<file path="config.mk">
export PLATFORM = sky130hd
export DESIGN_NAME = mmd_decode
export DESIGN_NICKNAME = d
export VERILOG_FILES = /design/src/hw/rtl/mmd_pkg.sv /design/src/hw/rtl/mmd_decode.sv
export SDC_FILE = /design/constraint.sdc
export NUM_CORES = 1
export LEC_CHECK = 0
export BUFFER_PORTS_ARGS = -buffer_cell sky130_fd_sc_hd__buf_4
export CAP_MARGIN = 40
export CORE_AREA = 2 2 113 115
export DETAILED_ROUTE_END_ITERATION = 8
export DIE_AREA = 0 0 115 117
export SLEW_MARGIN = 20
export SYNTH_ARGS = -nofsm -noshare
export SYNTH_HDL_FRONTEND = slang
export SYNTH_SLANG_ARGS = --single-unit
</file>
<file path="constraint.sdc">
create_clock -name vclk -period 3.3
set_clock_uncertainty 0.2 [all_clocks]
set_input_delay 0.165 -clock vclk [all_inputs]
set_output_delay 0.165 -clock vclk [all_outputs]
set_load 0.01 [all_outputs]
</file>
<file path="src/hw/rtl/mmd_pkg.sv">
// Shared types, constants and helpers of the memory map decoder.
package mmd_pkg;

	// Storage sizes
	localparam int RAM_BYTES = 2097152;
	localparam int SCRATCH_BYTES = 1024;
	localparam int ROM_BYTES = 524288;

	localparam int RAM_DEPTH = RAM_BYTES / 4;
	localparam int SCR_DEPTH = SCRATCH_BYTES / 4;
	localparam int ROM_DEPTH = ROM_BYTES / 4;
	localparam int RAM_AW = $clog2(RAM_DEPTH);
	localparam int SCR_AW = $clog2(SCR_DEPTH);
	localparam int ROM_AW = $clog2(ROM_DEPTH);

	// Request types
	localparam logic [1:0] REQ_READ = 2'd0;
	localparam logic [1:0] REQ_WRITE = 2'd1;
	localparam logic [1:0] REQ_DMA = 2'd2;

	// Access sizes
	localparam logic [1:0] SZ_BYTE = 2'd0;
	localparam logic [1:0] SZ_HALF = 2'd1;
	localparam logic [1:0] SZ_WORD = 2'd2;

	// Region codes
	localparam logic [2:0] RGN_RAM = 3'd0;
	localparam logic [2:0] RGN_ROM = 3'd1;
	localparam logic [2:0] RGN_SCR = 3'd2;
	localparam logic [2:0] RGN_IO = 3'd3;
	localparam logic [2:0] RGN_SPECIAL = 3'd4;
	localparam logic [2:0] RGN_UNMAPPED = 3'd5;
	localparam logic [2:0] RGN_DMA = 3'd6;

	// Memory targets
	localparam logic [1:0] TGT_RAM = 2'd0;
	localparam logic [1:0] TGT_SCR = 2'd1;
	localparam logic [1:0] TGT_ROM = 2'd2;

	// Address windows (low inclusive, high exclusive)
	localparam logic [31:0] RAM_WIN0_LO = 32'h0000_0000;
	localparam logic [31:0] RAM_WIN0_HI = 32'h0080_0000;
	localparam logic [31:0] RAM_WIN1_LO = 32'h8000_0000;
	localparam logic [31:0] RAM_WIN1_HI = 32'h8080_0000;
	localparam logic [31:0] RAM_WIN2_LO = 32'ha000_0000;
	localparam logic [31:0] RAM_WIN2_HI = 32'ha020_0000;
	localparam logic [31:0] ROM_WIN_LO = 32'hbfc0_0000;
	localparam logic [31:0] ROM_WIN_HI = 32'hbfc8_0000;
	localparam logic [31:0] SCR_WIN_LO = 32'h1f80_0000;
	localparam logic [31:0] SCR_WIN_HI = 32'h1f80_0400;
	localparam logic [31:0] IO_WIN_LO = 32'h1f80_1000;
	localparam logic [31:0] IO_WIN_HI = 32'h1f80_4000;
	localparam logic [31:0] SPECIAL_WR_ADDR = 32'hfffe_0130;
	localparam logic [31:0] SPECIAL_RD_ADDR = 32'h1f00_0084;

	// DMA constants
	localparam logic [31:0] OTC_CONTROL = 32'h1100_0002;
	localparam logic [31:0] CHAIN_END = 32'h00ff_ffff;

	// Build-time boot image: uniform fill word
	localparam logic [31:0] ROM_FILL = 32'h0000_0000;

	// Result beat
	typedef struct packed {
		logic [2:0]  region;
		logic [31:0] read_data;
		logic [31:0] io_address;
		logic [31:0] io_data;
		logic        io_is_write;
		logic [1:0]  io_size;
		logic [31:0] dma_final_address;
	} rsp_t;

	// Decoded request
	typedef struct packed {
		logic        mem_op;
		logic        dma_run;
		logic        is_write;
		logic [1:0]  tgt;
		logic [1:0]  size;
		logic [31:0] wdata;
		rsp_t        rsp;
	} dec_t;

	// Memory bank command
	typedef struct packed {
		logic              we;
		logic [1:0]        tgt;
		logic [RAM_AW-1:0] waddr;
		logic [31:0]       wdata;
		logic [RAM_AW-1:0] raddr;
	} mem_cmd_t;

	// Byte lanes covered by an access size
	function automatic logic [31:0] lane_mask(input logic [1:0] size);
		logic [31:0] m;
		case (size)
			SZ_BYTE: m = 32'h0000_00ff;
			SZ_HALF: m = 32'h0000_ffff;
			default: m = 32'hffff_ffff;
		endcase
		return m;
	endfunction

endpackage

</file>
<file path="src/hw/rtl/mmd_decode.sv">
// Address decoder: maps one request onto a region, a memory target and a result.
module mmd_decode import mmd_pkg::*; (
	input  logic [1:0]  req_type,
	input  logic [31:0] address,
	input  logic [1:0]  access_size,
	input  logic [31:0] write_data,
	input  logic [19:0] word_count,
	input  logic [31:0] dma_control,
	input  logic        cache_isolated,
	output dec_t        dec
);
	logic        is_wr;
	logic        bus_ok;
	logic [31:0] wmasked;
	logic        ram_hit;
	logic        rom_hit;
	logic        scr_hit;
	logic        io_hit;
	logic        spc_hit;

	assign is_wr = (req_type == REQ_WRITE);
	assign bus_ok = (req_type inside {REQ_READ, REQ_WRITE}) &&
		(access_size inside {SZ_BYTE, SZ_HALF, SZ_WORD});
	assign wmasked = write_data & lane_mask(access_size);

	// Window hits; the uncached RAM mirror serves word reads and all writes
	assign ram_hit = (address < RAM_WIN0_HI) ||
		(address >= RAM_WIN1_LO && address < RAM_WIN1_HI) ||
		(address >= RAM_WIN2_LO && address < RAM_WIN2_HI &&
			(is_wr || access_size == SZ_WORD));
	assign rom_hit = !is_wr && address >= ROM_WIN_LO && address < ROM_WIN_HI;
	assign scr_hit = address >= SCR_WIN_LO && address < SCR_WIN_HI;
	assign io_hit = address >= IO_WIN_LO && address < IO_WIN_HI;
	assign spc_hit = (is_wr && access_size == SZ_WORD && address == SPECIAL_WR_ADDR) ||
		(!is_wr && access_size == SZ_BYTE && address == SPECIAL_RD_ADDR);

	// Priority decode
	always_comb begin
		dec = '0;
		dec.rsp.region = RGN_UNMAPPED;
		dec.is_write = is_wr;
		dec.size = access_size;
		dec.wdata = wmasked;
		dec.tgt = TGT_RAM;
		if (req_type == REQ_DMA) begin
			dec.rsp.region = RGN_DMA;
			dec.is_write = 1'b1;
			dec.size = SZ_WORD;
			dec.dma_run = (dma_control == OTC_CONTROL);
			dec.rsp.dma_final_address = dec.dma_run ?
				address - {10'd0, word_count, 2'b00} : address;
		end else if (bus_ok) begin
			if (ram_hit) begin
				dec.rsp.region = RGN_RAM;
				dec.mem_op = !(is_wr && access_size == SZ_WORD && cache_isolated);
			end else if (rom_hit) begin
				dec.rsp.region = RGN_ROM;
				dec.tgt = TGT_ROM;
				dec.mem_op = 1'b1;
			end else if (scr_hit) begin
				dec.rsp.region = RGN_SCR;
				dec.tgt = TGT_SCR;
				dec.mem_op = 1'b1;
			end else if (io_hit) begin
				dec.rsp.region = RGN_IO;
				dec.rsp.io_address = address;
				dec.rsp.io_data = is_wr ? wmasked : 32'd0;
				dec.rsp.io_is_write = is_wr;
				dec.rsp.io_size = access_size;
			end else if (spc_hit) begin
				dec.rsp.region = RGN_SPECIAL;
			end
		end
	end
endmodule

</file>
# --- After elaboration in Yosys (flattened, before gate mapping) ---
# Cells that the tools add are included.
totals:
  reg_bits: 0
  input_bits: 121
  output_inout_bits: 173
op_classes:
  addsub: 1
  order_cmp: 11
  eq_ne: 7
  n_mux: 29
  bitwise: 1
  n_reduce_logical: 23
ops:
  columns: ["cell", "n"]
  rows:
  - ["$mux 67", 6]
  - ["$ge 32x32->1 const B", 3]
  - ["$lt 32x32->1 const B", 3]
  - ["$mux 32", 3]
  - ["$eq 32x29->1 const B", 2]
  - ["$ge 32x29->1 const B", 2]
  - ["$lt 32x29->1 const B", 2]
  - ["$pmux 32 s2", 1]
  - ["$and 32x32->32", 1]
  - ["$eq 32x32->1 const B", 1]
  - ["$lt 32x24->1 const B", 1]
  - ["$sub 32x22->32", 1]
  - ["$mux 3", 6]
  - ["$logic_and 1x1->1", 13]
  - ["$mux 2", 6]
  - ["$mux 1", 7]
  - ["$eq 2x1->1 const B", 2]
  - ["$eq 2x2->1 const B", 2]
  - ["$logic_not 2->1", 2]
  - ["$logic_or 1x1->1", 4]
  - ["$reduce_bool 3->1", 1]
  - ["$logic_not 1->1", 2]
  - ["$reduce_bool 2->1", 1]

# --- Depth between registers and ports, before layout ---
# Gate-level depths: netlist (run 1).
depth:
  word_depth: 12
  mapped_depth: 10

# --- Worst setup path before layout (run 1) ---
# No wires, ideal clock.
synth_path:
  path_type: "input-to-output"
  from: "in address[2]"
  to: "out dec[26] in the netlist's numbering"
  arrival_time_ns: 2.326
  slack_ns: 0.609
  stages: 10
  n_path_buf: 0
  path_cell_list: "inv_1 > ha_1 > inv_1 > fa_1 > a21o_1 > a221o_1 > nand3_1 > a21oi_1 > or4_1 > a21oi_1"
synth_lines:
  columns: ["element", "line_no", "text"]
  rows:
  - ["from (decl)", "mmd_decode.sv:4", "input logic [31:0] address,"]
  - ["to (decl)", "mmd_decode.sv:10", "output dec_t dec"]

==> results of run 1 <==
report_power, final:
group	internal [mW]	switching [mW]	total, mW
Combinational	0.260	0.300	0.560
Clock	0.0000000815	0	0.0000000815
Sequential	0	0	0
cell families (layout without fill, tap and decap cells):
family	after synthesis	in the layout	synth area share
AO/OA/AOI/OAI	121	121	0.2499
adder cells (fa/ha/maj)	24	24	0.09636
AND/OR/NAND/NOR	236	236	0.4375
other	1	46	0.001174
multiplexers	2	2	0.006267
buffers and inverters	111	292	0.1923
XOR/XNOR	6	6	0.01645
metrics by stage:
| stage | power [mW] | hold slack [ps] | utilization | cells |
|---|---|---|---|---|
| after floorplan | 0.3270 | 221.8 | - | 544 |
| after global placement | 0.5461 | 314.0 | 0.4068 | 875 |
| after detailed placement | 0.5516 | 314.8 | 0.4068 | 875 |
| after CTS | 0.5536 | 315.0 | 0.4068 | 875 |
| after global routing | 0.6160 | 321.9 | 0.4081 | 875 |
| final | 0.5596 | 314.9 | 0.4085 | 877 |
timing repair:
item | CTS | global route
gates resized for setup | 0 | 4
hold buffers | 0 | 0
setup endpoints to repair | 0 | 4
cells in the mapped netlist (3+ instances only):
master                      count
sky130_fd_sc_hd__or2_2          3
sky130_fd_sc_hd__a2111oi_0      4
sky130_fd_sc_hd__a21o_1         7
sky130_fd_sc_hd__and2_1        47
sky130_fd_sc_hd__o21a_1         7
sky130_fd_sc_hd__buf_4         52
sky130_fd_sc_hd__nor2_1        19
sky130_fd_sc_hd__xnor2_1        4
sky130_fd_sc_hd__a21oi_1       36
sky130_fd_sc_hd__o31ai_1        7
sky130_fd_sc_hd__or4_1          8
sky130_fd_sc_hd__clkbuf_1      27
sky130_fd_sc_hd__o21ai_0       18
sky130_fd_sc_hd__nand4_1        8
sky130_fd_sc_hd__or3_1         12
sky130_fd_sc_hd__nand3_1       14
sky130_fd_sc_hd__and3_1        37
sky130_fd_sc_hd__o22ai_1        3
sky130_fd_sc_hd__nor3_1         6
sky130_fd_sc_hd__inv_1         30
sky130_fd_sc_hd__ha_1          23
sky130_fd_sc_hd__nand2_1       38
sky130_fd_sc_hd__a31oi_1        8
sky130_fd_sc_hd__o311a_1        3
sky130_fd_sc_hd__a211oi_1       6
sky130_fd_sc_hd__nor2b_1        5
sky130_fd_sc_hd__nand2b_1       5
sky130_fd_sc_hd__nor4_1        11
sky130_fd_sc_hd__nor4bb_1       6
sky130_fd_sc_hd__o2111ai_1      3
sky130_fd_sc_hd__nor4b_1        6
layer usage:
layer	vias to the layer above	GRT usage	part of all wire
met5	-	0	0
met4	0	0.02008	0.0063
met3	10	0.01493	0.072
met2	203	0.3576	0.51
met1	2029	0.2538	0.41
li1	2195	-	-
final cells by class:
class / instances / area share
diodes: 2 / 0.0009950
inverters: 30 / 0.02239
multi-input cells: 433 / 0.5483
well taps: 150 / 0.03731
repair buffers: 262 / 0.3910
final timing paths:
path          start  endpoint  depth (start not counted)
max      address[2]   dec[14]                         12
min   write_data[1]  dec[135]                          2
==> metrics, run 1 <==
Filler Cells Inserted ~1,300; final sequential cell count 0; Tot GR Track Use 0.1933; Placed Area between 5000 and 6000 sq um; distinct cell type count of the synthesized netlist 58; standard-cell rows 41; pin count of the biggest net entering global routing 37; leading post-synthesis cells by cell area sky130_fd_sc_hd__buf_4, sky130_fd_sc_hd__and2_1, sky130_fd_sc_hd__ha_1, sky130_fd_sc_hd__and3_1, sky130_fd_sc_hd__a21oi_1; via count of the first global-routing pass just under 4,000; fraction of final layout cells with drive strength greater than 1 0.3779; count of warnings emitted by yosys 0; Buffers on Ports 250; Gate Count Post-Synth ~500; worst-margin pin slew between 700 and 800 ps; detailed-route wire length 14,610 um; die width ~120 um; critical path arrival around 2800 ps; Worst Slack Setup Final ~120 ps; register area 0 sq um; DPL Wire Length about 12,000 um; post-detailed-route wirelength per cell roughly 17 um; minimum setup slack after placement approximately 130 ps; post-layout instance area between 5000 and 6000 sq um; number of iterations in the first detailed-routing pass 4; critical path data required time just under 3000 ps; post-route clock period utilization 0.9637; area occupied by multi-input gates around 2800 sq um; slowest cell on the critical path sky130_fd_sc_hd__a2111oi_1; Max Cap Viol 0; overall die height between 100 and 150 um; final critical delay including setup and external delays roughly 3200 ps; sort of element at the end of the critical path primary output; GPL Wtd Cong between 0.8 and 0.9; cell area after synthesis 3194 sq um; die area 13,460 sq um; top fanout value on the critical path 5; first-pass GRT wire length ~21,000 um; Max transition margin 0.5272; top achievable clock speed approximately 0.31 GHz; leading cell type in the layout, fill and taps excluded sky130_fd_sc_hd__buf_4; count of buffering cells on the critical path with inverters included 4; number of antenna-violating nets in the routed design 0; starting density of the core 0.2595; area share of the leading cell type in the synthesized netlist 0.1222; worst hold path type in2out; area overhead of the layout relative to synthesis 57.46%; mean post-synth cell area about 6.4 sq um; kind of critical path in2out; DRC violation total after the first TritonRoute iteration 215; list of cells traversed by the critical path buf_4 -> inv_1 -> ha_1 -> inv_1 -> fa_1 -> a21o_1 -> a221o_1 -> a2111oi_1 -> nor2_1 -> o311a_1 -> a32o_1 -> buf_4; result of the run complete, no violations; # Post-CTS Setup Buffers 0; cell family contributing the most delay on the critical path compound AO/OA/AOI/OAI gates; number of antenna violations at the first check in global routing 0; post-synth top area cell sky130_fd_sc_hd__buf_4; I/O pin total 294; highest ir drop seen on vdd 0.00004883 V; number of hold violations in the final report 0; Leakage Power 2.615 nW; kind of start point of the critical path input pin; DRC violation count after routing 0; number of setup violations in the final report 0; total gr overflow 0; setup repair after global routing missed its margin false; commonest cells after routing, fill and taps aside sky130_fd_sc_hd__buf_4, sky130_fd_sc_hd__and2_1, sky130_fd_sc_hd__conb_1, sky130_fd_sc_hd__nand2_1, sky130_fd_sc_hd__and3_1; share of the yosys chip area belonging to registers 0; total vias in the final route around 4,400; sum of negative setup slack 0 ps; area of the core approximately 12,000 sq um; slowest stage delay, CP around 420 ps; final-stage net count 872; pins over their slew limit 0; pwr dens 111.3 nW/um^2; via density per instance 5.059; clock buffer instance count of the final layout 0
No activity file was read; power rests on OpenSTA's default activity.
==> run 2: changes to the inputs <==
--- a/config.mk
+++ b/config.mk
@@ -5,11 +5,12 @@
 export SDC_FILE = /design/constraint.sdc
 export NUM_CORES = 1
 export LEC_CHECK = 0
+export ABC_AREA = 1
 export BUFFER_PORTS_ARGS = -buffer_cell sky130_fd_sc_hd__buf_4
 export CAP_MARGIN = 40
-export CORE_AREA = 2 2 113 115
+export CORE_AREA = 2 2 114 116
 export DETAILED_ROUTE_END_ITERATION = 8
-export DIE_AREA = 0 0 115 117
+export DIE_AREA = 0 0 116 118
 export SLEW_MARGIN = 20
 export SYNTH_ARGS = -nofsm -noshare
 export SYNTH_HDL_FRONTEND = slang
==> run 2 against run 1 <==
Area after synthesis rose by 19%. Power rose by 12%. Worst hold slack better by 2.4 ps. Largest power group unchanged.
==> metrics, run 2 <==
result of the run complete, no violations; synth cell count leaders sky130_fd_sc_hd__nand2_1, sky130_fd_sc_hd__nor2_1, sky130_fd_sc_hd__inv_1; slowest cell on the critical path sky130_fd_sc_hd__fa_1; slowest stage delay, CP 450 ps (+30 ps); Gate Count Post-Synth 800 (+60%); mean post-synth cell area 4.762 sq um (-25%); top fanout value on the critical path 4 (-1); fraction of final layout cells with drive strength greater than 1 0.2695 (-0.1085); DPL Wire Length 13,940 um (+13%); Tot GR Track Use 0.2196 (+0.02630); share of the yosys chip area belonging to registers 0 (unchanged); number of setup violations in the final report 0 (unchanged); first-pass GRT wire length 24,560 um (+17%); leading cell type in the layout, fill and taps excluded sky130_fd_sc_hd__buf_4; Max transition margin 0.5806 (+0.05339); cts-stage hold buffer count 0 (unchanged); number of iterations in the first detailed-routing pass 5 (+1); post-synth top area cell sky130_fd_sc_hd__nand2_1; list of cells traversed by the critical path buf_4 -> inv_1 -> ha_1 -> inv_1 -> fa_1 -> nand2_1 -> nand3_1 -> nand3_1 -> nand2_1 -> nand2_1 -> nand2_1 -> nand2_1 -> nand3_1 -> nand2_1 -> nor2_1 -> buf_4; via count of the first global-routing pass 4,845 (+23%); cell area after synthesis 3810 sq um (+19%); final sequential cell count 0 (unchanged); area share of the leading cell type in the synthesized netlist 0.2020 (+0.07976); highest ir drop seen on vdd 0.00005087 V (+4.2%); final critical delay including setup and external delays 2505 ps (-674.6 ps); detailed-route wire length 16,060 um (+10%); final worst hold slack 317.3 ps (+2.397 ps); distinct cell type count of the synthesized netlist 35 (-40%); commonest cells after routing, fill and taps aside sky130_fd_sc_hd__buf_4, sky130_fd_sc_hd__nand2_1, sky130_fd_sc_hd__nor2_1, sky130_fd_sc_hd__inv_1; I/O pin total 294 (unchanged); pwr dens 112.1 nW/um^2 (+0.80%); area of the core 12,410 sq um (+0.83%); cell family contributing the most delay on the critical path simple AND/OR/NAND/NOR gates; # Post-CTS Setup Buffers 0 (unchanged); pins over their slew limit 0 (unchanged); standard-cell rows 41 (unchanged); number of antenna violations at the first check in global routing 0 (unchanged); final-stage net count 1,175 (+35%); die width 116 um (+0.87%); most frequently used cell type in the post-synthesis netlist sky130_fd_sc_hd__nand2_1; starting density of the core 0.3069 (+0.04744); top achievable clock speed 0.3991 GHz (+27%); kind of start point of the critical path input pin; setup repair after global routing missed its margin false; number of resized instances in the post-cts repair step 0 (unchanged); critical path data required time 2930 ps (about the same); critical path arrival 2140 ps (-680 ps); DRC violation total after the first TritonRoute iteration 229 (+6.5%); Diodes inserted 0 (-2); Max Cap Viol 0 (unchanged); GPL Wtd Cong 0.9291 (+5.6%); count of buffering cells on the critical path with inverters included 4 (unchanged); kind of critical path in2out; overall die height 118 um (+0.85%); die area 13,690 sq um (+1.7%); total gr overflow 0 (unchanged); pin count of the biggest net entering global routing 34 (-8.1%); number of hold violations in the final report 0 (unchanged); count of warnings emitted by yosys 0 (unchanged); Leakage Power 3.459 nW (+32%); total vias in the final route 5,225 (+18%); worst-margin pin slew 623.3 ps (-81.59 ps); post-route clock period utilization 0.7592 (-0.2044); DRC violation count after routing 0 (unchanged); clock buffer instance count of the final layout 0 (unchanged); sum of negative setup slack 0 ps (unchanged); most used cell along the critical path sky130_fd_sc_hd__nand2_1; sort of element at the end of the critical path primary output; area overhead of the layout relative to synthesis 47.00%; post-detailed-route wirelength per cell 13.39 um (-20%); register area 0 sq um (unchanged); leading post-synthesis cells by cell area sky130_fd_sc_hd__nand2_1, sky130_fd_sc_hd__nor2_1, sky130_fd_sc_hd__inv_1, sky130_fd_sc_hd__buf_4, sky130_fd_sc_hd__ha_1; Buffers on Ports 250 (unchanged); worst hold path type in2out; Filler Cells Inserted 1,453 (+7.8%); number of antenna-violating nets in the routed design 0 (unchanged); via density per instance 4.354 (-14%)
-- run 2: changes by cell type after synthesis, moves of 10 or more --
cell                       before  now
sky130_fd_sc_hd__and2_1        47    1
sky130_fd_sc_hd__and3_1        37    1
sky130_fd_sc_hd__clkbuf_1      27   10
sky130_fd_sc_hd__inv_1         30  153
sky130_fd_sc_hd__nand2_1       38  205
sky130_fd_sc_hd__nand3_1       14   44
sky130_fd_sc_hd__nor2_1        19  176
sky130_fd_sc_hd__nor3_1         6   20
sky130_fd_sc_hd__nor4_1        11    1
sky130_fd_sc_hd__or3_1         12    0
-- run 2: final timing paths --
path | from | endpoint | slack, ps | cells past startpoint
hold / removal | write_data[0] | dec[134] | 320 | 2
setup / recovery | address[2] | dec[30] | 790 | 16
-- run 2: stage by stage --
stage | area (sq um) | power (mW) | setup WS [ps] | instances | utilization
detailed placement | 5600 | 0.6243 | 805.6 | 1200 | 0.4511
global placement | 5600 | 0.6254 | 870.4 | 1200 | 0.4511
floorplan | 3971 | 0.3882 | 1311 | 843 | -
CTS | 5600 | 0.6278 | 797.1 | 1200 | 0.4511
global route | 5600 | 0.7018 | 590.8 | 1200 | 0.4511
finish | 5600 | 0.6281 | 794.6 | 1200 | 0.4511
-- run 2: layout make-up --
cell class	instances	area [sq um]	share of cell area
repair buffers	253	1899	0.3391
multi-input cells	617	2893	0.5165
well taps	172	215.2	0.03843
inverters	158	593.1	0.1059
-- run 2: routing by layer --
layer	track usage	up-vias	routed length, um
li1	-	2778	-
met1	0.3019	2228	7220
met2	0.3838	206	7578
met3	0.01905	13	1115
met4	0.01935	0	148
met5	0	-	0
-- run 2: where the power goes --
part / internal [mW] / total (mW) / switching [mW]
sequential: 0 / 0 / 0
clock: 0 / 0 / 0
combinational: 0.264 / 0.628 / 0.364
total: 0.264 / 0.628 / 0.364
-- run 2: cells by family after synthesis --
| family | after synthesis | share of synthesized area |
|---|---|---|
| AO/OA/AOI/OAI | 61 | 0.08309 |
| buffers and inverters | 226 | 0.2831 |
| XOR/XNOR | 11 | 0.02529 |
| AND/OR/NAND/NOR | 477 | 0.5268 |
| adder cells (fa/ha/maj) | 24 | 0.08079 |
| other | 1 | 0.0009843 |
==> run 3: changes to the inputs <==
==> constraint.sdc (replaced) <==
create_clock -name vclk -period 2.53
set_clock_uncertainty 0.2 [all_clocks]
set_input_delay 0.1265 -clock vclk [all_inputs]
set_output_delay 0.1265 -clock vclk [all_outputs]
set_load 0.01 [all_outputs]
==> run 3 against run 2 <==
Power is 31% higher. Combinational power is 31% higher. Wire length is 0.34% lower. Clock-buffer cell count stayed put. Largest cell class unchanged. Via count is 0.29% lower. Worst hold slack worse by 78 ps. Critical endpoint is now dec[43]. Setup slack worse by 560 ps. Design area is 0.31% higher. Final cell count is 0.17% higher. Sequential share of layout area stayed put. Critical path depth is 8 lower.
==> metrics, run 3 (same netlist as run 2, synthesis figures left out) <==
result of the run complete, no violations; via count of the first global-routing pass 4,955 (+2.3%); slowest cell on the critical path sky130_fd_sc_hd__nor4_1; Leakage Power 3.469 nW (+0.29%); post-detailed-route wirelength per cell 13.32 um (-0.50%); final worst hold slack 239.8 ps (-77.58 ps); die area 13,690 sq um (unchanged); number of setup violations in the final report 0 (unchanged); total placed cells including tap cells 1,202 (+0.17%); Max Cap Viol 0 (unchanged); leading cell type in the layout, fill and taps excluded sky130_fd_sc_hd__buf_4; fraction of final layout cells with drive strength greater than 1 0.2718 (+0.002389); Max transition margin 0.6057 (+0.02507); clock buffer instance count of the final layout 0 (unchanged); worst hold path type in2out; number of resized instances in the post-cts repair step 0 (unchanged); minimum setup slack after placement 200.3 ps (-605.3 ps); cts-stage hold buffer count 0 (unchanged); clock share of power 0 (unchanged); setup repair after global routing missed its margin false; I/O pin total 294 (unchanged); list of cells traversed by the critical path buf_4 -> inv_1 -> nor4_1 -> nand3_4 -> nor2_4 -> nand2_4 -> nor3_1 -> buf_4; overall die height 118 um (unchanged); pins over their slew limit 0 (unchanged); met3 Use GR 0.01905 (unchanged); DPL Wire Length 13,820 um (-0.85%); sum of negative setup slack 0 ps (unchanged); first-pass GRT wire length 24,890 um (+1.3%); final non-filler cell total 1,202 (+0.17%); GPL Wtd Cong 0.9084 (-2.2%); DRC violation total after the first TritonRoute iteration 253 (+10%); top fanout value on the critical path 33 (+29); total gr overflow 0 (unchanged); via density per instance 4.334 (-0.45%); top achievable clock speed 0.4361 GHz; worst min-delay path startpoint write_data[0]; number of antenna violations at the first check in global routing 0 (unchanged); area of the core 12,410 sq um (unchanged); critical path arrival 1970 ps (-170 ps); count of cells along the worst hold path 2 (unchanged); Worst Slack Setup Final 237.2 ps (-557.4 ps); most used cell along the critical path sky130_fd_sc_hd__buf_4; most used routing layer met2; pwr dens 146.2 nW/um^2 (+30%); final critical delay including setup and external delays between 2000 and 2500 ps; slowest stage delay, CP 510 ps (+60 ps); detailed-route wire length 16,010 um (-0.34%); Buffers on Ports 250 (unchanged); Util after Layout 0.4525 (+0.001411); standard-cell rows 41 (unchanged); post-route clock period utilization 0.9063; net switching power figure 473.7 uW (+30%); critical path data required time 2200 ps (-730 ps); number of iterations in the first detailed-routing pass 5 (unchanged); global-route met1 utilization 0.3040 (+0.002145); commonest cells after routing, fill and taps aside sky130_fd_sc_hd__buf_4, sky130_fd_sc_hd__nand2_1, sky130_fd_sc_hd__nor2_1, sky130_fd_sc_hd__inv_1; cell-internal power 347.6 uW (+32%); worst-margin pin slew 586.1 ps (-37.26 ps); area overhead of the layout relative to synthesis 47.45%; Overall Power 821.3 uW (+31%); pin count of the biggest net entering global routing 34 (unchanged); number of antenna-violating nets in the routed design 0 (unchanged); kind of critical path in2out; # Post-CTS Setup Buffers 0 (unchanged); worst hold path endpoint dec[134]; register area 0 sq um (unchanged); Diodes inserted 0 (unchanged); Tot GR Track Use 0.2234 (+0.003860); Net Sw Frac 0.5768 (-0.003173); met2 global-route usage 0.3856 (+0.001827); highest ir drop seen on vdd 0.00007292 V (+43%); sort of element at the end of the critical path primary output; kind of start point of the critical path input pin; DRC violation count after routing 0 (unchanged); starting density of the core 0.3069 (unchanged); portion of total power attributed to combinational logic 1.000 (about the same); post-layout instance area 5618 sq um (+0.31%); Placed Area 5615 sq um (+0.27%); final sequential cell count 0 (unchanged); total vias in the final route 5,210 (-0.29%); number of hold violations in the final report 0 (unchanged); final-stage net count 1,177 (+0.17%); proportion of power drawn by flip-flops and latches 0 (unchanged); die width 116 um (unchanged)
==> run 3: cell type report <==
class	instances	area, sq um
fillers	1458	6797
inverters	158	593.1
multi-input cells	617	2895
well taps	172	215.2
repair buffers	255	1914
==> run 3: worst max-delay path by stage <==
stage	start	to	slack, ps	depth (start not counted)
floorplan	address[2]	dec[30]	620	13
global route	address[2]	dec[30]	30	16
global placement	address[2]	dec[30]	230	16
finish	address[23]	dec[43]	240	8
detailed placement	address[2]	dec[30]	200	16
CTS	address[2]	dec[30]	190	16
==> run 3: worst max-delay path: cells and delay by family <==
kind          cells  cell delay [ps]
simple gates      5             1440
buf+inv           3              390
==> run 3: power by group through the flow <==
stage	clock network, mW	logic [mW]	registers, mW
5_1_grt	0	0.924	0
3_5_place_dp	0	0.817	0
6_report	0	0.821	0
2_1_floorplan	0	0.506	0
4_1_cts	0	0.822	0
3_3_place_gp	0	0.821	0
==> run 3: layer usage <==
| metal | up-vias | wire, um |
|---|---|---|
| li1 | 2784 | - |
| met2 | 226 | 7292 |
| met4 | 0 | 257 |
| met1 | 2182 | 7289 |
| met5 | - | 0 |
| met3 | 18 | 1169 |
